===== src/hdl/sse_vlb_pkg.sv =====
`timescale 1ns / 1ps
`default_nettype none
// ----------------------------------------------------------------------------
// sse_vlb_pkg
// Shared types and constants of the vertex link builder.
// ----------------------------------------------------------------------------
package sse_vlb_pkg;

  localparam int OPW      = 2;
  localparam int CODEW    = 4;
  localparam int SITEW    = 8;
  localparam int LEGAW    = 13;
  localparam int CNTW     = 11;
  localparam int ENTW     = 14;
  localparam int LEG_BITS = 3;   // eight legs per slice

  typedef enum logic [OPW-1:0] {
    OP_CLEAR  = 2'd0,
    OP_APPEND = 2'd1,
    OP_CLOSE  = 2'd2,
    OP_READ   = 2'd3
  } op_t;

  typedef struct packed {
    logic take;
    logic sweep;
    logic site_rd;
    logic site_upd;
    logic link_rd;
    logic link_wr;
    logic link_sel;
    logic read_rd;
    logic next_site;
    logic finish;
  } cmd_t;

  typedef struct packed {
    op_t  op;
    logic full;
    logic nonnull;
    logic site_ok;
    logic last_site;
    logic visited;
    logic sweep_last;
    logic out_busy;
  } stat_t;

endpackage
`default_nettype wire


===== src/hdl/sse_vlb_ctrl.sv =====
`timescale 1ns / 1ps
`default_nettype none
// ----------------------------------------------------------------------------
// sse_vlb_ctrl
// Sequencer of the vertex link builder: steps the datapath through sweeps,
// site visits, link read-modify-writes and the response.
// ----------------------------------------------------------------------------
module sse_vlb_ctrl (
  input  wire logic               clk,
  input  wire logic               rst,
  input  wire logic               req_valid,
  input  wire sse_vlb_pkg::stat_t stat,
  output sse_vlb_pkg::cmd_t       cmd
);
  import sse_vlb_pkg::*;

  typedef enum logic [9:0] {
    S_IDLE     = 10'b00_0000_0001,
    S_DISPATCH = 10'b00_0000_0010,
    S_SWEEP    = 10'b00_0000_0100,
    S_SITE_RD  = 10'b00_0000_1000,
    S_SITE_CHK = 10'b00_0001_0000,
    S_LRD_A    = 10'b00_0010_0000,
    S_LWR_A    = 10'b00_0100_0000,
    S_LRD_B    = 10'b00_1000_0000,
    S_LWR_B    = 10'b01_0000_0000,
    S_FINISH   = 10'b10_0000_0000
  } state_t;

  state_t state, state_next;

  always_ff @(posedge clk) begin
    if (rst) begin
      state <= S_SWEEP;
    end else begin
      state <= state_next;
    end
  end

  always_comb begin
    cmd        = '0;
    state_next = state;
    case (state)
      S_IDLE: begin
        cmd.take = 1'b1;
        if (req_valid) state_next = S_DISPATCH;
      end
      S_DISPATCH: begin
        case (stat.op)
          OP_CLEAR:  state_next = S_FINISH;
          OP_APPEND: state_next = (stat.full || !stat.nonnull) ? S_FINISH : S_SITE_RD;
          OP_CLOSE:  state_next = S_SITE_RD;
          OP_READ: begin
            cmd.read_rd = 1'b1;
            state_next  = S_FINISH;
          end
          default:   state_next = S_FINISH;
        endcase
      end
      S_SWEEP: begin
        cmd.sweep = 1'b1;
        if (stat.sweep_last) state_next = S_IDLE;
      end
      S_SITE_RD: begin
        if (!stat.site_ok) begin
          // skip a site beyond the lattice
          if (stat.last_site) state_next = S_FINISH;
          else cmd.next_site = 1'b1;
        end else begin
          cmd.site_rd = 1'b1;
          state_next  = S_SITE_CHK;
        end
      end
      S_SITE_CHK: begin
        cmd.site_upd = 1'b1;
        if (stat.visited) begin
          state_next = S_LRD_A;
        end else if (stat.last_site) begin
          state_next = S_FINISH;
        end else begin
          cmd.next_site = 1'b1;
          state_next    = S_SITE_RD;
        end
      end
      S_LRD_A: begin
        cmd.link_rd = 1'b1;
        state_next  = S_LWR_A;
      end
      S_LWR_A: begin
        cmd.link_wr = 1'b1;
        state_next  = S_LRD_B;
      end
      S_LRD_B: begin
        cmd.link_rd  = 1'b1;
        cmd.link_sel = 1'b1;
        state_next   = S_LWR_B;
      end
      S_LWR_B: begin
        cmd.link_wr  = 1'b1;
        cmd.link_sel = 1'b1;
        if (stat.last_site) begin
          state_next = S_FINISH;
        end else begin
          cmd.next_site = 1'b1;
          state_next    = S_SITE_RD;
        end
      end
      S_FINISH: begin
        if (!stat.out_busy) begin
          cmd.finish = 1'b1;
          state_next = (stat.op == OP_CLEAR) ? S_SWEEP : S_IDLE;
        end
      end
      default: state_next = S_SWEEP;
    endcase
  end
endmodule
`default_nettype wire


===== config.mk =====
export PLATFORM = sky130hd
export DESIGN_NAME = sse_vlb_ctrl
export DESIGN_NICKNAME = d
export VERILOG_FILES = /design/src/hdl/sse_vlb_pkg.sv /design/src/hdl/sse_vlb_ctrl.sv
export SDC_FILE = /design/constraint.sdc
export NUM_CORES = 1
export LEC_CHECK = 0
export ABC_AREA = 0
export BUFFER_PORTS_ARGS = -buffer_cell sky130_fd_sc_hd__buf_2
export CAP_MARGIN = 20
export CORE_MARGIN = 2
export CORE_UTILIZATION = 45
export CTS_CLUSTER_SIZE = 12
export DETAILED_ROUTE_END_ITERATION = 7
export PLACE_DENSITY = 0.69
export SKIP_CTS_REPAIR_TIMING = 1
export SYNTH_ARGS = -nofsm -noshare
export SYNTH_HDL_FRONTEND = slang
export SYNTH_SLANG_ARGS = --single-unit

===== constraint.sdc =====
create_clock -name clk -period 6 [get_ports clk]
set_clock_uncertainty 0.2 [all_clocks]
set_input_delay 1.2 -clock clk [delete_from_list [all_inputs] [get_ports clk]]
set_output_delay 1.2 -clock clk [all_outputs]
set_load 0.005 [all_outputs]

### Word level (Yosys, flattened, before mapping)

Index checks and enable logic that the tools add are counted.
W data, S select, Z words.

* latch bits: 0
* output and inout port bits: 10
* memories: 0
* RAM bits: 0
* flip-flop bits (word level): 10
* bits in read-only memories: 0
* logic and storage cells: 53

* bitwise gates (word level): 0
* $add $sub $neg: 0
* equal/unequal tests: 17
* div/mod/pow operators: 0
* shifts and indexed selects: 0
* multiply operators: 0
* reduce and logical (&&, ||, !) cells: 8
* order comparisons: 0
* mux-type cells: 27

Operators by type and width (count)
* $pmux W10 S10: 1
* $mux W10: 8
* $pmux W10 S3: 1
* $mux W1: 15
* $eq A10 B1 Y1 const B: 1
* $eq A10 B10 Y1 const B: 1
* $eq A10 B2 Y1 const B: 1
* $eq A10 B3 Y1 const B: 1
* $eq A10 B4 Y1 const B: 1
* $eq A10 B5 Y1 const B: 1
* $eq A10 B6 Y1 const B: 1
* $eq A10 B7 Y1 const B: 1
* $eq A10 B8 Y1 const B: 1
* $eq A10 B9 Y1 const B: 1
* $reduce_or A2 Y1: 4
* $ne A2 B2 Y1 const B: 3
* $eq A2 B2 Y1 const B: 2
* $reduce_and A4 Y1: 1
* $mux W3: 1
* $ne A3 B3 Y1 const B: 1
* $pmux W1 S3: 1
* $eq A2 B1 Y1 const B: 1
* $logic_not A2 Y1: 1
* $logic_not A1 Y1: 1
* $logic_or A1 B1 Y1: 1

### Depth between registers and ports, before layout

Gate-level depths: netlist of the first run.

* depth in word-level cells: 5
* gate-level depth with buffers: 6

### Least setup slack after synthesis of the first run

OpenSTA, ideal clock, no wires.

* kind: input to output
* start point: input port stat[4] (netlist bit)
* end point: output port cmd[1] (netlist bit)
* cell stages on the path: 2
* slack: 2.866 ns
* data required time: 4.600 ns
* arrival: 1.734 ns
* buffers on the path: 0
* path through: or3_1 -> a31oi_2

RTL lines
* start: declaration: line sse_vlb_ctrl.sv:12 `input wire sse_vlb_pkg::stat_t stat,`
* end: declaration: line sse_vlb_ctrl.sv:13 `output sse_vlb_pkg::cmd_t cmd`

==> flow_metrics.tcl, run 1 <==
set metrics [dict create \
    run_status "finished, final reports clean" \
    max-slew-margin-rel 0.616 \
    core_mm2 0.00178 \
    synth-seq-area-share 0.228 \
    cts_made_buffers 3 \
    drive_gt1_frac 0.256 \
    largestRegisters "state: 10 flops" \
    cts_sinks 10 \
    finalSetupViolCount 0 \
    syn_area_per_cell_um2 8.30 \
    synth_warnings 0 \
    cp_slowest_cell "nor4_4" \
    synth.distinct_cells 41 \
    synth_top_area_frac 0.228 \
    place_ws_ns 2.61 \
    fin_nets 143 \
    diodes 0 \
    num_rows 15 \
    fillerInstances 192 \
    antenna_found_initial 0 \
    boundaryPins 22 \
    die_x_um 48.2 \
    grt_pass1_vias 739 \
    via_count 839 \
    hold_violations 0 \
    syn_area_um2 880 \
    grtUsageTotal 0.197 \
    ys_ff_latch 10 \
    wl_per_cell_um 13.0 \
    largest_reg_flops 10 \
    ant_nets 0 \
    synth_common_cells "nor2_1, dfxtp_1, inv_1, nand2_1, nor3_1" \
    regMostFlops "state" \
    routed_via_density 5.59 \
    p_per_area_mw_per_mm2 254 \
    syn-num-nets 122 \
    drtIter0Drc 9 \
    required_ns 4.60 \
    cts_buffer_depth 2 \
    holdWs_ns 0.415 \
    cp-end-kind "primary output" \
    rsz0062_at_grt "false" \
    total_leakage_power_nw 0.504 \
    routed_wl_mm 1.94 \
    area_delta_synth_final_pct 12.4 \
    clk_pin_slew_ns 0.07 \
    cap_viol_max_count 0 \
    min_period_over_period 0.568 \
    slowest_delay_ns 0.57 \
    ys_top_cells_by_area "dfxtp_1, ha_1, nand4b_1, nor4_4, nor2_1" \
    dp_hpwl_mm 1.49 \
    dieArea_mm2 0.00232 \
    fmax_mhz 294 \
    gr-total-overflow 0 \
    synth.most_common_cell "nor2_1" \
    slew_violations 0 \
    crit_buf_inv 1 \
    cp-start-kind "register" \
    min_period_ns 3.41 \
    synth_top_area_cell "dfxtp_1" \
    hold_path.class "reg -> reg" \
    cts_tree "done" \
    remaining_drc_errors 0 \
    tns_ns 0 \
    first_pass_iters 4 \
    die_h_um 48.2 \
    peakVddDrop_mv 0.193 \
    layout_setup_ws_ns 2.59 \
    cp_cell_sequence "nor4_4 > nand2_4 > or3_1 > a31oi_2 > buf_2" \
    clock_latency_ns 0.26 \
    dp_cells 147 \
    grt_pass1_wl_mm 3.24 \
    grt_max_degree 12 \
    htreeDepth 1 \
    portBuffers 21 \
    crit_type "reg -> out" \
    async_flop_share 0 \
    crit_fanout 8 \
    synthFlopType "dfxtp_1" \
    arrival_ns 2.01 \
    critPathTopFamily "simple AND/OR/NAND/NOR gates" \
    start_util 0.493 \
    final_cells 150 \
    tightest_slew_ns 0.571 \
    gp_congestion 0.821 \
    synth_edf_count 0 \
    root_buffer "clkbuf_4" \
    syn_inst 106 \
]
-- power breakdown --
| part | switching [W] | internal, W |
|---|---|---|
| Combinational | 0.0000613 | 0.0000532 |
| Clock | 0.0000233 | 0.0000232 |
| Sequential | 0.0000168 | 0.0000733 |
| Total | 0.000101 | 0.000150 |
-- path summary, 6_finish.rpt --
check | startpoint | endpoint | slack [ns] | cells past startpoint
max | state[6] | cmd[1] | 2.59 | 5
min | state[3] | state[4] | 0.42 | 2
max reg2reg | state[6] | state[0] | 3.88 | 5
min reg2reg | state[3] | state[4] | 0.42 | 2
-- cell families after synthesis --
family / Yosys count / share of synthesized area
DFF: 10 / 0.228
and+or+nand+nor: 57 / 0.425
buffers and inverters: 14 / 0.0953
xor gates and xnor gates: 3 / 0.0299
AOI/OAI and AO/OA: 18 / 0.165
adders and majority gates: 4 / 0.0569
-- per-layer routing --
| metal | vias to the layer above | part of all wire | routed length (um) | track usage |
|---|---|---|---|---|
| met5 | - | 0 | 0 | 0 |
| met4 | 0 | 0.0041 | 8 | 0.0324 |
| met3 | 2 | 0.051 | 100 | 0.0556 |
| met2 | 24 | 0.47 | 921 | 0.316 |
| met1 | 379 | 0.47 | 914 | 0.266 |
| li1 | 434 | - | - | - |
-- placed cells by master, fill, tap and decap left out, types with 4 or more instances in the layout --
cell type and n:
nor4_1 4, nor3_1 6, nor2_1 11, nand4_1 4
nand4b_1 5, nand2_1 6, buf_2 21, inv_1 9
ha_1 4, dfxtp_1 10
-- tightest hold or removal path, stage by stage, from the launching register on --
cell      delay, ns
dfxtp_1        0.38
nand2b_2       0.14
nor4_1         0.05
-- final cells by class --
class,count,area [um2],share of cell area
repair buffers,21,105,0.106
multi-input cells,82,596,0.603
well taps,25,31.3,0.0316
inverters,9,33.8,0.0342
flip-flops and latches,10,200,0.203
clock buffers,3,22.5,0.0228
-- metrics by stage --
| step | instance area, um2 | util | power [W] |
|---|---|---|---|
| 2_1_floorplan | 880 | - | 0.000181 |
| 3_3_place_gp | 966 | 0.542 | 0.000203 |
| 3_5_place_dp | 966 | 0.542 | 0.000204 |
| 4_1_cts | 988 | 0.554 | 0.000252 |
| 5_1_grt | 988 | 0.554 | 0.000271 |
| 6_report | 988 | 0.554 | 0.000251 |
(Power assumes the default switching activity.)
==> run 2: changes to the inputs <==
--- a/config.mk
+++ b/config.mk
@@ -5,14 +5,14 @@
 export SDC_FILE = /design/constraint.sdc
 export NUM_CORES = 1
 export LEC_CHECK = 0
-export ABC_AREA = 0
+export ABC_AREA = 1
 export BUFFER_PORTS_ARGS = -buffer_cell sky130_fd_sc_hd__buf_2
 export CAP_MARGIN = 20
 export CORE_MARGIN = 2
 export CORE_UTILIZATION = 45
 export CTS_CLUSTER_SIZE = 12
 export DETAILED_ROUTE_END_ITERATION = 7
-export PLACE_DENSITY = 0.69
+export PLACE_DENSITY = 0.71
 export SKIP_CTS_REPAIR_TIMING = 1
 export SYNTH_ARGS = -nofsm -noshare
 export SYNTH_HDL_FRONTEND = slang
==> constraint.sdc (replaced) <==
create_clock -name clk -period 3.35 [get_ports clk]
set_clock_uncertainty 0.2 [all_clocks]
set_input_delay 0.67 -clock clk [delete_from_list [all_inputs] [get_ports clk]]
set_output_delay 0.67 -clock clk [all_outputs]
set_load 0.005 [all_outputs]
==> run 2 against run 1 <==
  * Area after synthesis decreased by 12%
  * Sequential power increased by 51%
  * Clock-buffer cell count is the same
  * Global-route usage fell by 1.2 points
  * Non-clock buffer count did not move
  * First-iteration DRC count up 140%
  * Combinational power up 61%
  * Critical path type unchanged
==> flow_metrics.tcl, run 2 <==
set metrics [dict create \
    clock_power_share 0.209 \
    cts_tree "done" \
    reg2reg_from "state[4]" \
    synth_top_area_frac 0.258 \
    tns_ns 0 \
    worstReg2RegEnd "state[2]" \
    dieArea_mm2 0.00207 \
    syn_inst 129 \
    hold_violations 0 \
    portBuffers 21 \
    crit_fanout 5 \
    routed_via_density 4.91 \
    layout_common_cells "inv_1, nand2_1, nor2_1, buf_2, dfxtp_1" \
    largestRegisters "state: 10 flops" \
    num_rows 15 \
    async_flop_share 0 \
    gr-total-overflow 0 \
    syn_area_per_cell_um2 6.01 \
    antenna_found_initial 0 \
    crit_type "reg -> out" \
    die_h_um 45.5 \
    via_count 830 \
    syn-num-nets 145 \
    rsz0062_at_grt "false" \
    synth.distinct_cells 22 \
    regMostFlops "state" \
    grt_pass1_wl_mm 2.70 \
    fin_util 0.551 \
    ant_nets 0 \
    syn_area_um2 776 \
    pwr-share-comb 0.455 \
    cp_slowest_cell "dfxtp_1" \
    first_pass_iters 4 \
    grt_pass1_vias 664 \
    grt_max_degree 9 \
    start_util 0.464 \
    area_delta_synth_final_pct 18.7 \
    dp_hpwl_mm 1.39 \
    drive_gt1_frac 0.270 \
    cap_viol_max_count 0 \
    crit_start "state[4]" \
    synth.most_common_cell "inv_1" \
    die_x_um 45.5 \
    synth-seq-area-share 0.258 \
    hold_path.class "reg -> reg" \
    max-slew-margin-rel 0.836 \
    fmax_mhz 413 \
    total_leakage_power_nw 0.580 \
    ys_ff_latch 10 \
    fin_nets 170 \
    boundaryPins 22 \
    remaining_drc_errors 0 \
    layout_setup_ws_ns 0.931 \
    reg2reg_slack_ns 1.67 \
    cts_buffer_depth 2 \
    cp-end-kind "primary output" \
    seq_power_share 0.336 \
    clk_pin_slew_ns 0.07 \
    required_ns 2.48 \
    reg2regPathDepth 8 \
    min_period_over_period 0.722 \
    synthFlopType "dfxtp_1" \
    core_mm2 0.00167 \
    path_common_cell "nand2_1" \
    slew_violations 0 \
    peakVddDrop_mv 0.218 \
    p_sw_frac 0.415 \
    largest_reg_flops 10 \
    synth_common_cells "inv_1, nand2_1, nor2_1, dfxtp_1, nand3_1" \
    run_status "finished, final reports clean" \
    grtUsageTotal 0.185 \
    slowest_delay_ns 0.33 \
    place_area_um2 898 \
    cp_cell_sequence "nor2_2 > nand2_2 > nor3_2 > inv_2 > nand2_1 > nand2_1 > nand2_1 > buf_2" \
    routed_wl_mm 1.64 \
    power.switching_w 0.000167 \
    ys_top_cells_by_area "dfxtp_1, inv_1, nand2_1, nor2_1, ha_1" \
    fin_area_um2 921 \
    hp-start "state[5]" \
    root_buffer "clkbuf_4" \
    synth_edf_count 0 \
    cp-start-kind "register" \
    finalSetupViolCount 0 \
    arrival_ns 1.55 \
    cts_sinks 10 \
    gp_congestion 0.810 \
    p_per_area_mw_per_mm2 438 \
    diodes 0 \
    crit_end "cmd[1]" \
    tightest_slew_ns 0.244 \
    wl_per_cell_um 9.72 \
    synth_warnings 0 \
    synth_top_area_cell "dfxtp_1" \
    clock_latency_ns 0.27 \
    place_ws_ns 1.20 \
    cts_made_buffers 3 \
    final_common_cell "inv_1" \
    min_period_ns 2.42 \
    internal_power_w 0.000236 \
    htreeDepth 1 \
    drtIter0Drc 22 \
]
## run 2: changes by cell type after synthesis, sizes merged, moves of 3 or more
cell,previous run,this run
xor2,3,0
nand4b,5,0
nand3,2,10
o32ai,3,0
inv,9,29
nand2,7,31
nor2b,3,0
clkbuf,3,0
nor2,11,27
nor4,7,0
## run 2: metrics by stage
stage / hold WS [ns] / power, W / std cells
finish: 0.364 / 0.000403 / 169
global route: 0.394 / 0.000435 / 169
CTS: 0.366 / 0.000402 / 169
detailed placement: 0.363 / 0.000319 / 166
global placement: 0.348 / 0.000316 / 166
floorplan: 0.329 / 0.000274 / 129
## run 2: cell families after synthesis
kind of cell	count (synthesis)	share of synthesized area
and+or+nand+nor	77	0.473
buffers and inverters	30	0.145
DFF	10	0.258
AOI/OAI and AO/OA	8	0.0597
adders and majority gates	4	0.0645
## run 2: final cells by class
cell class,instances,area (um2)
Clock buffer,3,22.5
Inverter,29,109
Multi-Input combinational cell,89,463
Timing Repair Buffer,21,105
Tap cell,17,21.3
Sequential cell,10,200
Fill cell,172,749
## run 2: worst min-delay path by stage
stage	end	depth (start not counted)
after global placement	state[6]	4
after CTS	state[6]	4
final	state[6]	4
after detailed placement	state[6]	4
after floorplan	state[6]	4
after global routing	state[6]	4
## run 2: per-layer routing
layer | routed length (um) | track usage | vias up
met5 | 0 | 0 | -
li1 | - | - | 435
met3 | 78 | 0.0278 | 5
met2 | 785 | 0.287 | 28
met4 | 40 | 0.124 | 0
met1 | 737 | 0.233 | 362
## run 2: critical path: cells and delay by family (launching register included)
kind | cells | cell delay [ns]
DFF | 1 | 0.33
and+or+nand+nor | 6 | 0.76
buffers and inverters | 2 | 0.18
## run 2: power by group through the flow
stage                clock, W  combinational [W]  sequential (W)
floorplan                   0           0.000137        0.000137
global placement            0           0.000178        0.000138
detailed placement          0           0.000181        0.000138
CTS                 0.0000838           0.000183        0.000136
global route        0.0000882           0.000209        0.000137
finish              0.0000841           0.000183        0.000136
